## config.mk

```make
export PLATFORM = sky130hd
export DESIGN_NAME = date_difference_days
export DESIGN_NICKNAME = d
export VERILOG_FILES = /design/src/rtl/core/ddays_pkg.sv /design/src/rtl/core/ddays_serial.sv /design/src/rtl/core/ddays_diff.sv /design/src/rtl/core/date_difference_days.sv
export SDC_FILE = /design/constraint.sdc
export NUM_CORES = 2
export LEC_CHECK = 0
export BUFFER_PORTS_ARGS = -buffer_cell sky130_fd_sc_hd__buf_2
export CORE_ASPECT_RATIO = 0.6
export CORE_UTILIZATION = 55
export DETAILED_ROUTE_END_ITERATION = 7
export PLACE_DENSITY = 0.74
export SYNTH_ARGS = -nofsm -noshare
export SYNTH_HDL_FRONTEND = slang
export SYNTH_HIERARCHICAL = 1
export SYNTH_SLANG_ARGS = --single-unit
export TNS_END_PERCENT = 30
```

## constraint.sdc

```tcl
create_clock -name clk -period 4.3 [get_ports clk]
set_clock_uncertainty 0.1 [all_clocks]
set_input_delay 0.215 -clock clk [delete_from_list [all_inputs] [get_ports clk]]
set_output_delay 0.215 -clock clk [all_outputs]
set_load 0.01 [all_outputs]
```

## src/rtl/core/ddays_pkg.sv

```systemverilog
`default_nettype none
// ----------------------------------------------------------------------------
// ddays_pkg
// Shared types, constants and the month table for the date difference block.
// ----------------------------------------------------------------------------
package ddays_pkg;

    localparam int unsigned YEAR_W   = 14;
    localparam int unsigned MONTH_W  = 4;
    localparam int unsigned DAY_W    = 5;
    localparam int unsigned COUNT_W  = 22;
    localparam int unsigned SERIAL_W = 23;
    localparam int unsigned DOY_W    = 9;

    // Reciprocal of 25 scaled by 2^18, exact for dividends below 4200.
    localparam logic [13:0] RECIP_25    = 14'd10486;
    localparam int unsigned RECIP_SHIFT = 18;

    localparam logic [SERIAL_W-1:0] DAYS_PER_YEAR = 23'd365;

    typedef struct packed {
        logic [YEAR_W-1:0]  start_year;
        logic [MONTH_W-1:0] start_month;
        logic [DAY_W-1:0]   start_day;
        logic [YEAR_W-1:0]  end_year;
        logic [MONTH_W-1:0] end_month;
        logic [DAY_W-1:0]   end_day;
    } dates_t;

    typedef struct packed {
        logic [COUNT_W-1:0] day_count;
        logic               order_error;
    } result_t;

    typedef struct packed {
        logic [YEAR_W-1:0]  year;
        logic [MONTH_W-1:0] month;
        logic [DAY_W-1:0]   day;
    } date_t;

    // Load enables for the three stages of the serial day calculation.
    typedef struct packed {
        logic s1;
        logic s2;
        logic s3;
    } stage_en_t;

    // Days in the months before the given month; months above twelve count the whole year.
    function automatic logic [DOY_W-1:0] cum_days(input logic [MONTH_W-1:0] m);
        logic [DOY_W-1:0] r;
        case (m)
            4'd0:    r = 9'd0;
            4'd1:    r = 9'd0;
            4'd2:    r = 9'd31;
            4'd3:    r = 9'd59;
            4'd4:    r = 9'd90;
            4'd5:    r = 9'd120;
            4'd6:    r = 9'd151;
            4'd7:    r = 9'd181;
            4'd8:    r = 9'd212;
            4'd9:    r = 9'd243;
            4'd10:   r = 9'd273;
            4'd11:   r = 9'd304;
            4'd12:   r = 9'd334;
            default: r = 9'd365;
        endcase
        return r;
    endfunction

endpackage
`default_nettype wire

```

## src/rtl/core/ddays_serial.sv

```systemverilog
`default_nettype none
// ----------------------------------------------------------------------------
// ddays_serial
// Three-stage pipeline turning one date into its serial day number.
// ----------------------------------------------------------------------------
module ddays_serial (
    input  wire logic                            clk,
    input  wire ddays_pkg::stage_en_t            en,
    input  wire ddays_pkg::date_t                date,
    output logic [ddays_pkg::SERIAL_W-1:0]       serial
);

    localparam int unsigned PROD_W = 27;
    localparam int unsigned SH     = ddays_pkg::RECIP_SHIFT;

    // Stage 1: quotients by 100 and 400 through the reciprocal of 25.
    logic [13:0]       yc;
    logic [10:0]       yd;
    logic [PROD_W-1:0] pf, pc, pd;

    logic [13:0] yr_reg,  yr_next;
    logic        mbig_reg, mbig_next;
    logic [8:0]  cum_reg, cum_next;
    logic [4:0]  day_reg, day_next;
    logic [7:0]  qf_reg,  qf_next;
    logic [7:0]  qc_reg,  qc_next;
    logic [5:0]  qd_reg,  qd_next;

    always_comb
    begin
        yc        = 14'((15'(date.year) + 15'd99) >> 2);
        yd        = 11'((15'(date.year) + 15'd399) >> 4);
        pf        = PROD_W'(date.year[13:2]) * PROD_W'(ddays_pkg::RECIP_25);
        pc        = PROD_W'(yc) * PROD_W'(ddays_pkg::RECIP_25);
        pd        = PROD_W'(yd) * PROD_W'(ddays_pkg::RECIP_25);
        yr_next   = date.year;
        mbig_next = (date.month > 4'd2);
        cum_next  = ddays_pkg::cum_days(date.month);
        day_next  = date.day;
        qf_next   = pf[SH+7:SH];
        qc_next   = pc[SH+7:SH];
        qd_next   = pd[SH+5:SH];
    end

    always_ff @(posedge clk)
    begin
        if (en.s1)
        begin
            yr_reg   <= yr_next;
            mbig_reg <= mbig_next;
            cum_reg  <= cum_next;
            day_reg  <= day_next;
            qf_reg   <= qf_next;
            qc_reg   <= qc_next;
            qd_reg   <= qd_next;
        end
    end

    // Stage 2: leap rule, day of year and whole years in days.
    logic [11:0] q25, rem;
    logic        div4, div100, leap;

    logic [22:0] y365_reg, y365_next;
    logic [12:0] yq4_reg,  yq4_next;
    logic [7:0]  qc2_reg,  qc2_next;
    logic [5:0]  qd2_reg,  qd2_next;
    logic [8:0]  doy_reg,  doy_next;

    always_comb
    begin
        q25       = (12'(qf_reg) << 4) + (12'(qf_reg) << 3) + 12'(qf_reg);
        rem       = yr_reg[13:2] - q25;
        div4      = (yr_reg[1:0] == 2'd0);
        div100    = div4 && (rem == 12'd0);
        leap      = div4 && (!div100 || (qf_reg[1:0] == 2'd0));
        y365_next = 23'(yr_reg) * ddays_pkg::DAYS_PER_YEAR;
        yq4_next  = 13'((15'(yr_reg) + 15'd3) >> 2);
        qc2_next  = qc_reg;
        qd2_next  = qd_reg;
        doy_next  = cum_reg + 9'(day_reg) + 9'(leap && mbig_reg);
    end

    always_ff @(posedge clk)
    begin
        if (en.s2)
        begin
            y365_reg <= y365_next;
            yq4_reg  <= yq4_next;
            qc2_reg  <= qc2_next;
            qd2_reg  <= qd2_next;
            doy_reg  <= doy_next;
        end
    end

    // Stage 3: sum into the serial day number.
    logic [22:0] serial_reg, serial_next;

    always_comb
    begin
        serial_next = y365_reg + 23'(yq4_reg) - 23'(qc2_reg) + 23'(qd2_reg) + 23'(doy_reg);
    end

    always_ff @(posedge clk)
    begin
        if (en.s3)
        begin
            serial_reg <= serial_next;
        end
    end

    assign serial = serial_reg;

endmodule
`default_nettype wire

```

## src/rtl/core/ddays_diff.sv

```systemverilog
`default_nettype none
// ----------------------------------------------------------------------------
// ddays_diff
// Final stage: order check, subtraction and saturation into the result.
// ----------------------------------------------------------------------------
module ddays_diff (
    input  wire logic                              clk,
    input  wire logic                              en,
    input  wire logic [ddays_pkg::SERIAL_W-1:0]    start_serial,
    input  wire logic [ddays_pkg::SERIAL_W-1:0]    end_serial,
    output ddays_pkg::result_t                     result
);

    logic [ddays_pkg::SERIAL_W-1:0] diff;
    ddays_pkg::result_t             result_reg, result_next;

    always_comb
    begin
        diff = end_serial - start_serial;
        if (end_serial < start_serial)
        begin
            result_next.day_count   = '0;
            result_next.order_error = 1'b1;
        end
        else
        begin
            // A difference too large for the count field saturates to all ones.
            result_next.day_count   = diff[ddays_pkg::SERIAL_W-1] ? '1
                                      : diff[ddays_pkg::COUNT_W-1:0];
            result_next.order_error = 1'b0;
        end
    end

    always_ff @(posedge clk)
    begin
        if (en)
        begin
            result_reg <= result_next;
        end
    end

    assign result = result_reg;

endmodule
`default_nettype wire

```

## src/rtl/core/date_difference_days.sv

```systemverilog
`default_nettype none
// ----------------------------------------------------------------------------
// date_difference_days
// Days from a start date to an end date in the Gregorian calendar.
// ----------------------------------------------------------------------------
//  Channel  Direction  Payload             Handshake
//  dates    in         ddays_pkg::dates_t  dates_valid / dates_stall
//  result   out        ddays_pkg::result_t result_valid / result_stall
//
//  One pair of dates is taken per cycle while dates_stall is low; a result is
//  presented once its pair has passed the register stages, and is taken at
//  a rising edge when the output is not stalled. Each pair passes through
//  four register stages: quotients, leap and day of year, serial sum, and
//  the difference stage that is also the output register.
//  Reset clears only the valid bits; payload registers are not reset.
//  A stall on the result side holds the output and backs up through the
//  stages, each of which still fills its bubbles, so dates_stall rises only
//  when every stage holds an item.
// ----------------------------------------------------------------------------
module date_difference_days (
    input  wire logic                clk,
    input  wire logic                rst_n,
    input  wire logic                dates_valid,
    output logic                     dates_stall,
    input  wire ddays_pkg::dates_t   dates,
    output logic                     result_valid,
    input  wire logic                result_stall,
    output ddays_pkg::result_t       result
);

    // Valid bits that travel alongside the data through the stages.
    logic v1_reg, v1_next;
    logic v2_reg, v2_next;
    logic v3_reg, v3_next;
    logic out_valid_reg, out_valid_next;

    // A stage may load when it is empty or the stage after it moves on.
    logic adv1, adv2, adv3, adv_out;

    always_comb
    begin
        adv_out = !out_valid_reg || !result_stall;
        adv3    = !v3_reg || adv_out;
        adv2    = !v2_reg || adv3;
        adv1    = !v1_reg || adv2;

        v1_next        = adv1    ? dates_valid : v1_reg;
        v2_next        = adv2    ? v1_reg      : v2_reg;
        v3_next        = adv3    ? v2_reg      : v3_reg;
        out_valid_next = adv_out ? v3_reg      : out_valid_reg;
    end

    always_ff @(posedge clk or negedge rst_n)
    begin
        if (!rst_n)
        begin
            v1_reg        <= 1'b0;
            v2_reg        <= 1'b0;
            v3_reg        <= 1'b0;
            out_valid_reg <= 1'b0;
        end
        else
        begin
            v1_reg        <= v1_next;
            v2_reg        <= v2_next;
            v3_reg        <= v3_next;
            out_valid_reg <= out_valid_next;
        end
    end

    ddays_pkg::stage_en_t en;
    ddays_pkg::date_t     start_date, end_date;
    logic [ddays_pkg::SERIAL_W-1:0] start_serial, end_serial;

    always_comb
    begin
        en.s1            = adv1;
        en.s2            = adv2;
        en.s3            = adv3;
        start_date.year  = dates.start_year;
        start_date.month = dates.start_month;
        start_date.day   = dates.start_day;
        end_date.year    = dates.end_year;
        end_date.month   = dates.end_month;
        end_date.day     = dates.end_day;
    end

    // Both dates run through identical serial day pipelines side by side.
    ddays_serial u_start (
        .clk    (clk),
        .en     (en),
        .date   (start_date),
        .serial (start_serial)
    );

    ddays_serial u_end (
        .clk    (clk),
        .en     (en),
        .date   (end_date),
        .serial (end_serial)
    );

    ddays_diff u_diff (
        .clk          (clk),
        .en           (adv_out),
        .start_serial (start_serial),
        .end_serial   (end_serial),
        .result       (result)
    );

    assign dates_stall  = !adv1;
    assign result_valid = out_valid_reg;

`ifndef SYNTHESIS
    // The input is held back only while every stage is occupied.
    a_stall_only_when_full: assert property (@(posedge clk) disable iff (!rst_n)
        dates_stall |-> (v1_reg && v2_reg && v3_reg && out_valid_reg))
        else $error("input stalled with a free stage");

    // An item in the last serial stage moves into the output when that is free.
    a_stage3_to_out: assert property (@(posedge clk) disable iff (!rst_n)
        (v3_reg && adv_out) |=> out_valid_reg)
        else $error("item lost between serial stage and output");

    // An accepted pair with a free path reaches the first stage.
    a_accept_lands: assert property (@(posedge clk) disable iff (!rst_n)
        (dates_valid && !dates_stall) |=> v1_reg)
        else $error("accepted dates did not enter the pipeline");

    // A wrong order always comes with a zero count.
    a_error_zero: assert property (@(posedge clk) disable iff (!rst_n)
        (result_valid && result.order_error) |-> (result.day_count == '0))
        else $error("order error with non-zero count");
`endif

endmodule
`default_nettype wire
```

After elaboration in Yosys (flattened, before gate mapping)
Memories as Yosys holds them, arrays and structs flattened. A register that Yosys moved wholly into a read port is not among the register bits.
Index checks and enable logic that the tools add are counted.
{ "word_totals": {"memories": 2, "out_inout_bits": 25, "mem_bits_ro": 288, "regBits": 275} }
{ "classes": {"n_mul": 8, "addsub": 25, "muxes": 2, "n_reduce_logical": 26, "order_cmp": 3} }
{ "mem_list": {"columns": ["memory", "words", "width", "rd", "rd_clocked_by_memory_dff", "wr", "line_no", "text"], "rows": [
  ["(no name shown)", 16, 9, 1, 1, 0, "ddays_pkg.sv:51", "case (m)"],
  ["(no name shown)", 16, 9, 1, 1, 0, "ddays_pkg.sv:51", null]
]} }
{ "op_table": {"columns": ["cell", "count"], "rows": [
  ["$mul A12 B13 Y25 const B", 2],
  ["$mul A13 B13 Y25 const B", 2],
  ["$add A23 B13 Y23", 2],
  ["$add A23 B6 Y23", 2],
  ["$add A23 B9 Y23", 2],
  ["$mul A11 B13 Y23 const B", 2],
  ["$mul A14 B9 Y23 const B", 2],
  ["$sub A23 B8 Y23", 2],
  ["$add A14 B2 Y15 const B", 2],
  ["$add A14 B7 Y15 const B", 2],
  ["$add A14 B9 Y15 const B", 2],
  ["$add A12 B11 Y12", 2],
  ["$add A12 B8 Y12", 2],
  ["$logic_not A12 Y1", 2],
  ["$sub A12 B12 Y12", 2],
  ["$lt A23 B23 Y1", 1],
  ["$sub A23 B23 Y23", 1],
  ["$mux W22", 1],
  ["$add A9 B1 Y9", 2],
  ["$add A9 B5 Y9", 2],
  ["$gt A4 B2 Y1 const B", 2],
  ["$logic_not A1 Y1", 8],
  ["$logic_not A2 Y1", 4],
  ["$logic_and A1 B1 Y1", 6],
  ["2 further kinds", 7]
]} }

Logic depth before layout (Yosys ltp)
{ "logic_depth": {"ltp_word": 10, "depth_mapped": 27, "depth_no_buf": 27} }

Hierarchy
The synthesis kept the hierarchy.
{ "modules_own_cells": {"columns": ["module", "cells_each", "area_per_inst_um2", "instances", "seq_area_each_um2"], "rows": [
  ["ddays_serial (u_end)", 1746, 18536.5, 1, 3993.8],
  ["ddays_serial (u_start)", 1743, 18428.9, 1, 3993.8],
  ["ddays_diff", 239, 2296.0, 1, 690.7],
  ["date_difference_days", 14, 167.7, 1, 100.1]
]} }

Worst setup path before layout
OpenSTA, ideal clock, no wires.
{ "synth_timing": {"kind": "in2reg", "start": "in dates[10] (netlist bit)", "end": "reg u_end.qc_reg[6] (netlist: u_end/qc2_next[6]) (data pin)", "stages": 25, "arrival_time_ns": 5.955, "setup_slack_ns": -2.024, "required_time_ns": 3.931, "setup_time_ns": 0.269, "n_path_buf": 0, "path_cell_list": "or2_2 and2_1 nand3_1 nand2_1 and3_1 and3_1 xor2_1 inv_1 fa_1 inv_1 ha_1 fa_1 fa_1 inv_1 fa_1 inv_1 ha_1 a21o_1 a211oi_1 o311a_1 a21oi_1 nor2_1 a21o_1 nor2b_1 o311ai_1"} }
{ "synth_via": {"elab_chain_len": 2} }
{ "synth_rtl": {"columns": ["item", "line_no", "text"], "rows": [
  ["from (decl)", "date_difference_days.sv:25", "input wire ddays_pkg::dates_t dates,"],
  ["$add A14 B7 Y15", "ddays_serial.sv:31", "yc = 14'((15'(date.year) + 15'd99) >> 2);"],
  ["$mul A13 B13 Y25", "ddays_serial.sv:34", "pc = PROD_W'(yc) * PROD_W'(ddays_pkg::RECIP_25);"],
  ["named net u_end.pc[24]", "ddays_serial.sv:19", "logic [PROD_W-1:0] pf, pc, pd;"],
  ["to (signal assigned)", "ddays_serial.sv:54", "qc_reg <= qc_next;"],
  ["to (decl)", "ddays_serial.sv:26", "logic [7:0] qc_reg, qc_next;"]
]} }
The timed path passes the listed nets, and every way through them passes these cells.
A chain may end at the register's enable or synchronous reset.

Worst setup path in the final report
{ "layout_timing": {"start": "in dates[13] (netlist bit)", "end": "reg u_end.qc_reg[7] (netlist: u_end/qc2_next[7]) (data pin)"} }
The elaborated chain is that of the path after synthesis.

==> impl_metrics.yaml <==
status:
  status: "finished with violations"
  failed_checks: "setup timing"
die:
  dieArea_um2: 72800
  rows: 75
  core_area_um2: 70400
  fp.dieW_um: 348
  initial_utilization_pct: 56.0
  die_h_um: 209
  io_pins: 75
placed_design:
  place.gp.congestion: 0.927
  place_inst: 5329
  placed_area_um2: 46500
  post-place-ws_ns: -1.79
  dp_hpwl_mm: 80.4
  port_buffers: 74
clock_tree:
  clock-sinks: 293
  clock_latency_ns: 0.60
  cts_buffer_depth: 3
  cts_inserted_buffers: 31
  cts_max_level: 1
  clkTransAtPathRegs_ns: 0.06
  tritoncts: "yes"
  cts_root_buffer: "clkbuf_16"
worst_setup_path:
  cp.required_ns: 4.54
  cp_max_fo: 6
  arrival_ns: 5.72
  crit_top_cell: "inv_2"
  cpPeakStageDelay_ns: 0.58
  crit_slowest_cell: "fa_1"
  cp-end-kind: "register"
  critPathLaunchType: "input port"
  critical_path_class: "in -> reg"
logic_synthesis:
  synth_seq_area_share_pct: 22.3
  syn_area_per_cell_um2: 10.5
  syn_area_um2: 39400
  netlist_instances: 3742
  yosys_warnings: 6
  yosys.area.top_type_share_pct: 25.5
  yosysUniqueCellTypes: 89
  synth-edff-count: 289
  netlist_top_cells_area: "ha_1 (26%), fa_1 (22%), edfxtp_1 (22%)"
  synth_largest_area_cell: "ha_1"
  synth_nets: 5038
  synthFlopType: "edfxtp_1"
  ys_ff_latch: 293
  ys_async_sr_fraction_pct: 1.37
global_route:
  grt_pass1_wl_mm: 157
  grt_max_degree: 65
  overflow: 0
  antenna_found_initial: 4
  grt_pass1_vias: 29700
  track_usage_pct: 27.2
cells_and_area:
  drive_above_1_share_pct: 26.1
  diodes: 0
  layoutNonFillerInstCount: 5482
  area_delta_synth_final_pct: 26.8
  fillCellCount: 4797
  regArea_um2: 8780
  final_common_cell: "inv_1"
  final_cell_mix: "inv_1 (932), ha_1 (720), buf_4 (624)"
  multiInputGateArea_um2: 29400
  finalNetCount: 5834
  design_area_um2: 50000
sta:
  max_freq_mhz: 183
  slew_violations: 0
  tightest_slew_ns: 1.01
  rsz0062_at_grt: "yes"
  min_period_over_period_pct: 127
  slew_headroom_pct: 31.9
  setup-violations-final: 74
  worst_slack_ns: -1.18
  period_minus_slack_ns: 5.48
  hold_viol_final: 0
drt:
  routedWlPerCell_um: 18.1
  antenna_left: 0
  drc: 0
  vias: 29100
  routed_wl_mm: 99.1
  drt_iter0_drc: 2214
  vias_per_cell: 5.30
  dr.pass1.iters: 6
job:
  drv_cap: 0
hold_path:
  hp-class: "in -> reg"
==> logic make-up (layout without fill, tap and decap cells) <==
kind of cell	Yosys count	after routing	share of synthesized area, %
AO/OA/AOI/OAI	505	505	8.58
AND/OR/NAND/NOR	443	443	5.71
multiplexers	20	20	0.600
buffers and inverters	994	1810	9.56
flip-flops	293	293	22.3
XOR/XNOR	241	241	5.35
adder cells (fa/ha/maj)	1246	1246	47.9
==> repair_timing <==
item	in CTS	in global routing
buffers inserted	32	22
hold buffers	48	0
endpoints found under the hold margin	51	0
setup endpoints to repair	85	91
gates resized for setup	189	153
pin swaps	107	111
==> worst paths after layout <==
path,from,to,slack (ns),cells after the start
setup / recovery,dates[13],u_end/qc2_next[7],-1.18,25
hold / removal,dates[5],u_end/cum_reg[5],0.07,4
setup reg to reg,u_end/qf_reg[0],u_end/doy_reg[6],-0.52,20
hold reg to reg,u_start/qd2_next[2],u_start/qd2_reg[2],0.32,0
max in group asynchronous,rst_n,result_valid,3.53,3
min in group asynchronous,rst_n,v2_reg,0.41,3
==> cell type report <==
type	count	share of cell area, %
clock inverter	13	0.260
sequential	293	17.6
tap	924	2.31
multi-input combinational	2455	58.7
clock buffer	40	1.62
timing repair buffer	779	12.1
inverter	978	7.44
==> through the flow <==
stage          setup TNS, ns  hold WS, ns  utilization [%]
2_1_floorplan         -38.04       -0.181                -
3_3_place_gp          -63.74      -0.0752             66.0
3_5_place_dp          -68.49      -0.0737             66.0
4_1_cts               -30.79       0.0298             69.7
5_1_grt               -48.69       0.0716             71.0
6_report              -35.17       0.0737             71.0
==> layer usage <==
layer  wire length (um)  share of wire [%]  up-vias  GRT usage [%]
met4               1150                1.2        2           2.99
met1              49300                 50    14100           44.0
met2              39400                 40      910           37.5
li1                   -                  -    13900              -
met5                 13              0.013        -              0
met3               9270                9.4      103           6.44
==> synthesized netlist by cell type, types with 4 or more instances <==
library cell	n
o211ai_1	12
nor3_1	32
o21bai_1	16
mux2_2	5
xnor2_1	173
nor2b_1	33
a41oi_1	6
o21ai_1	20
dfrtp_1	4
o21a_1	33
nor4_1	10
o31a_1	5
nor2_1	117
a21oi_1	141
and4_1	4
nand2_1	95
a21boi_0	6
a21o_1	67
ha_1	805
nand4_1	26
fa_1	441
edfxtp_1	289
a22oi_1	19
a2111oi_0	5
inv_1	977
nand2b_1	26
or2_2	9
o311ai_1	6
and3_1	12
a211o_1	9
and2_1	13
nand3_1	40
mux2i_1	12
xor2_1	68
o21ai_0	70
a31oi_1	18
o31ai_1	9
o22ai_1	4
clkbuf_1	9
buf_6	5
nor3b_1	4
a211oi_1	15
==> critical path: cells and delay by family <==
kind            cells  cell delay, ns
simple gates        2            0.36
buf+inv             7            0.64
fa+ha+maj           6            2.59
compound gates      8            1.28
xor+xnor            2            0.63
Power is not shown: default switching activity piles up to over one toggle a cycle in this logic, so the estimate is an artifact.
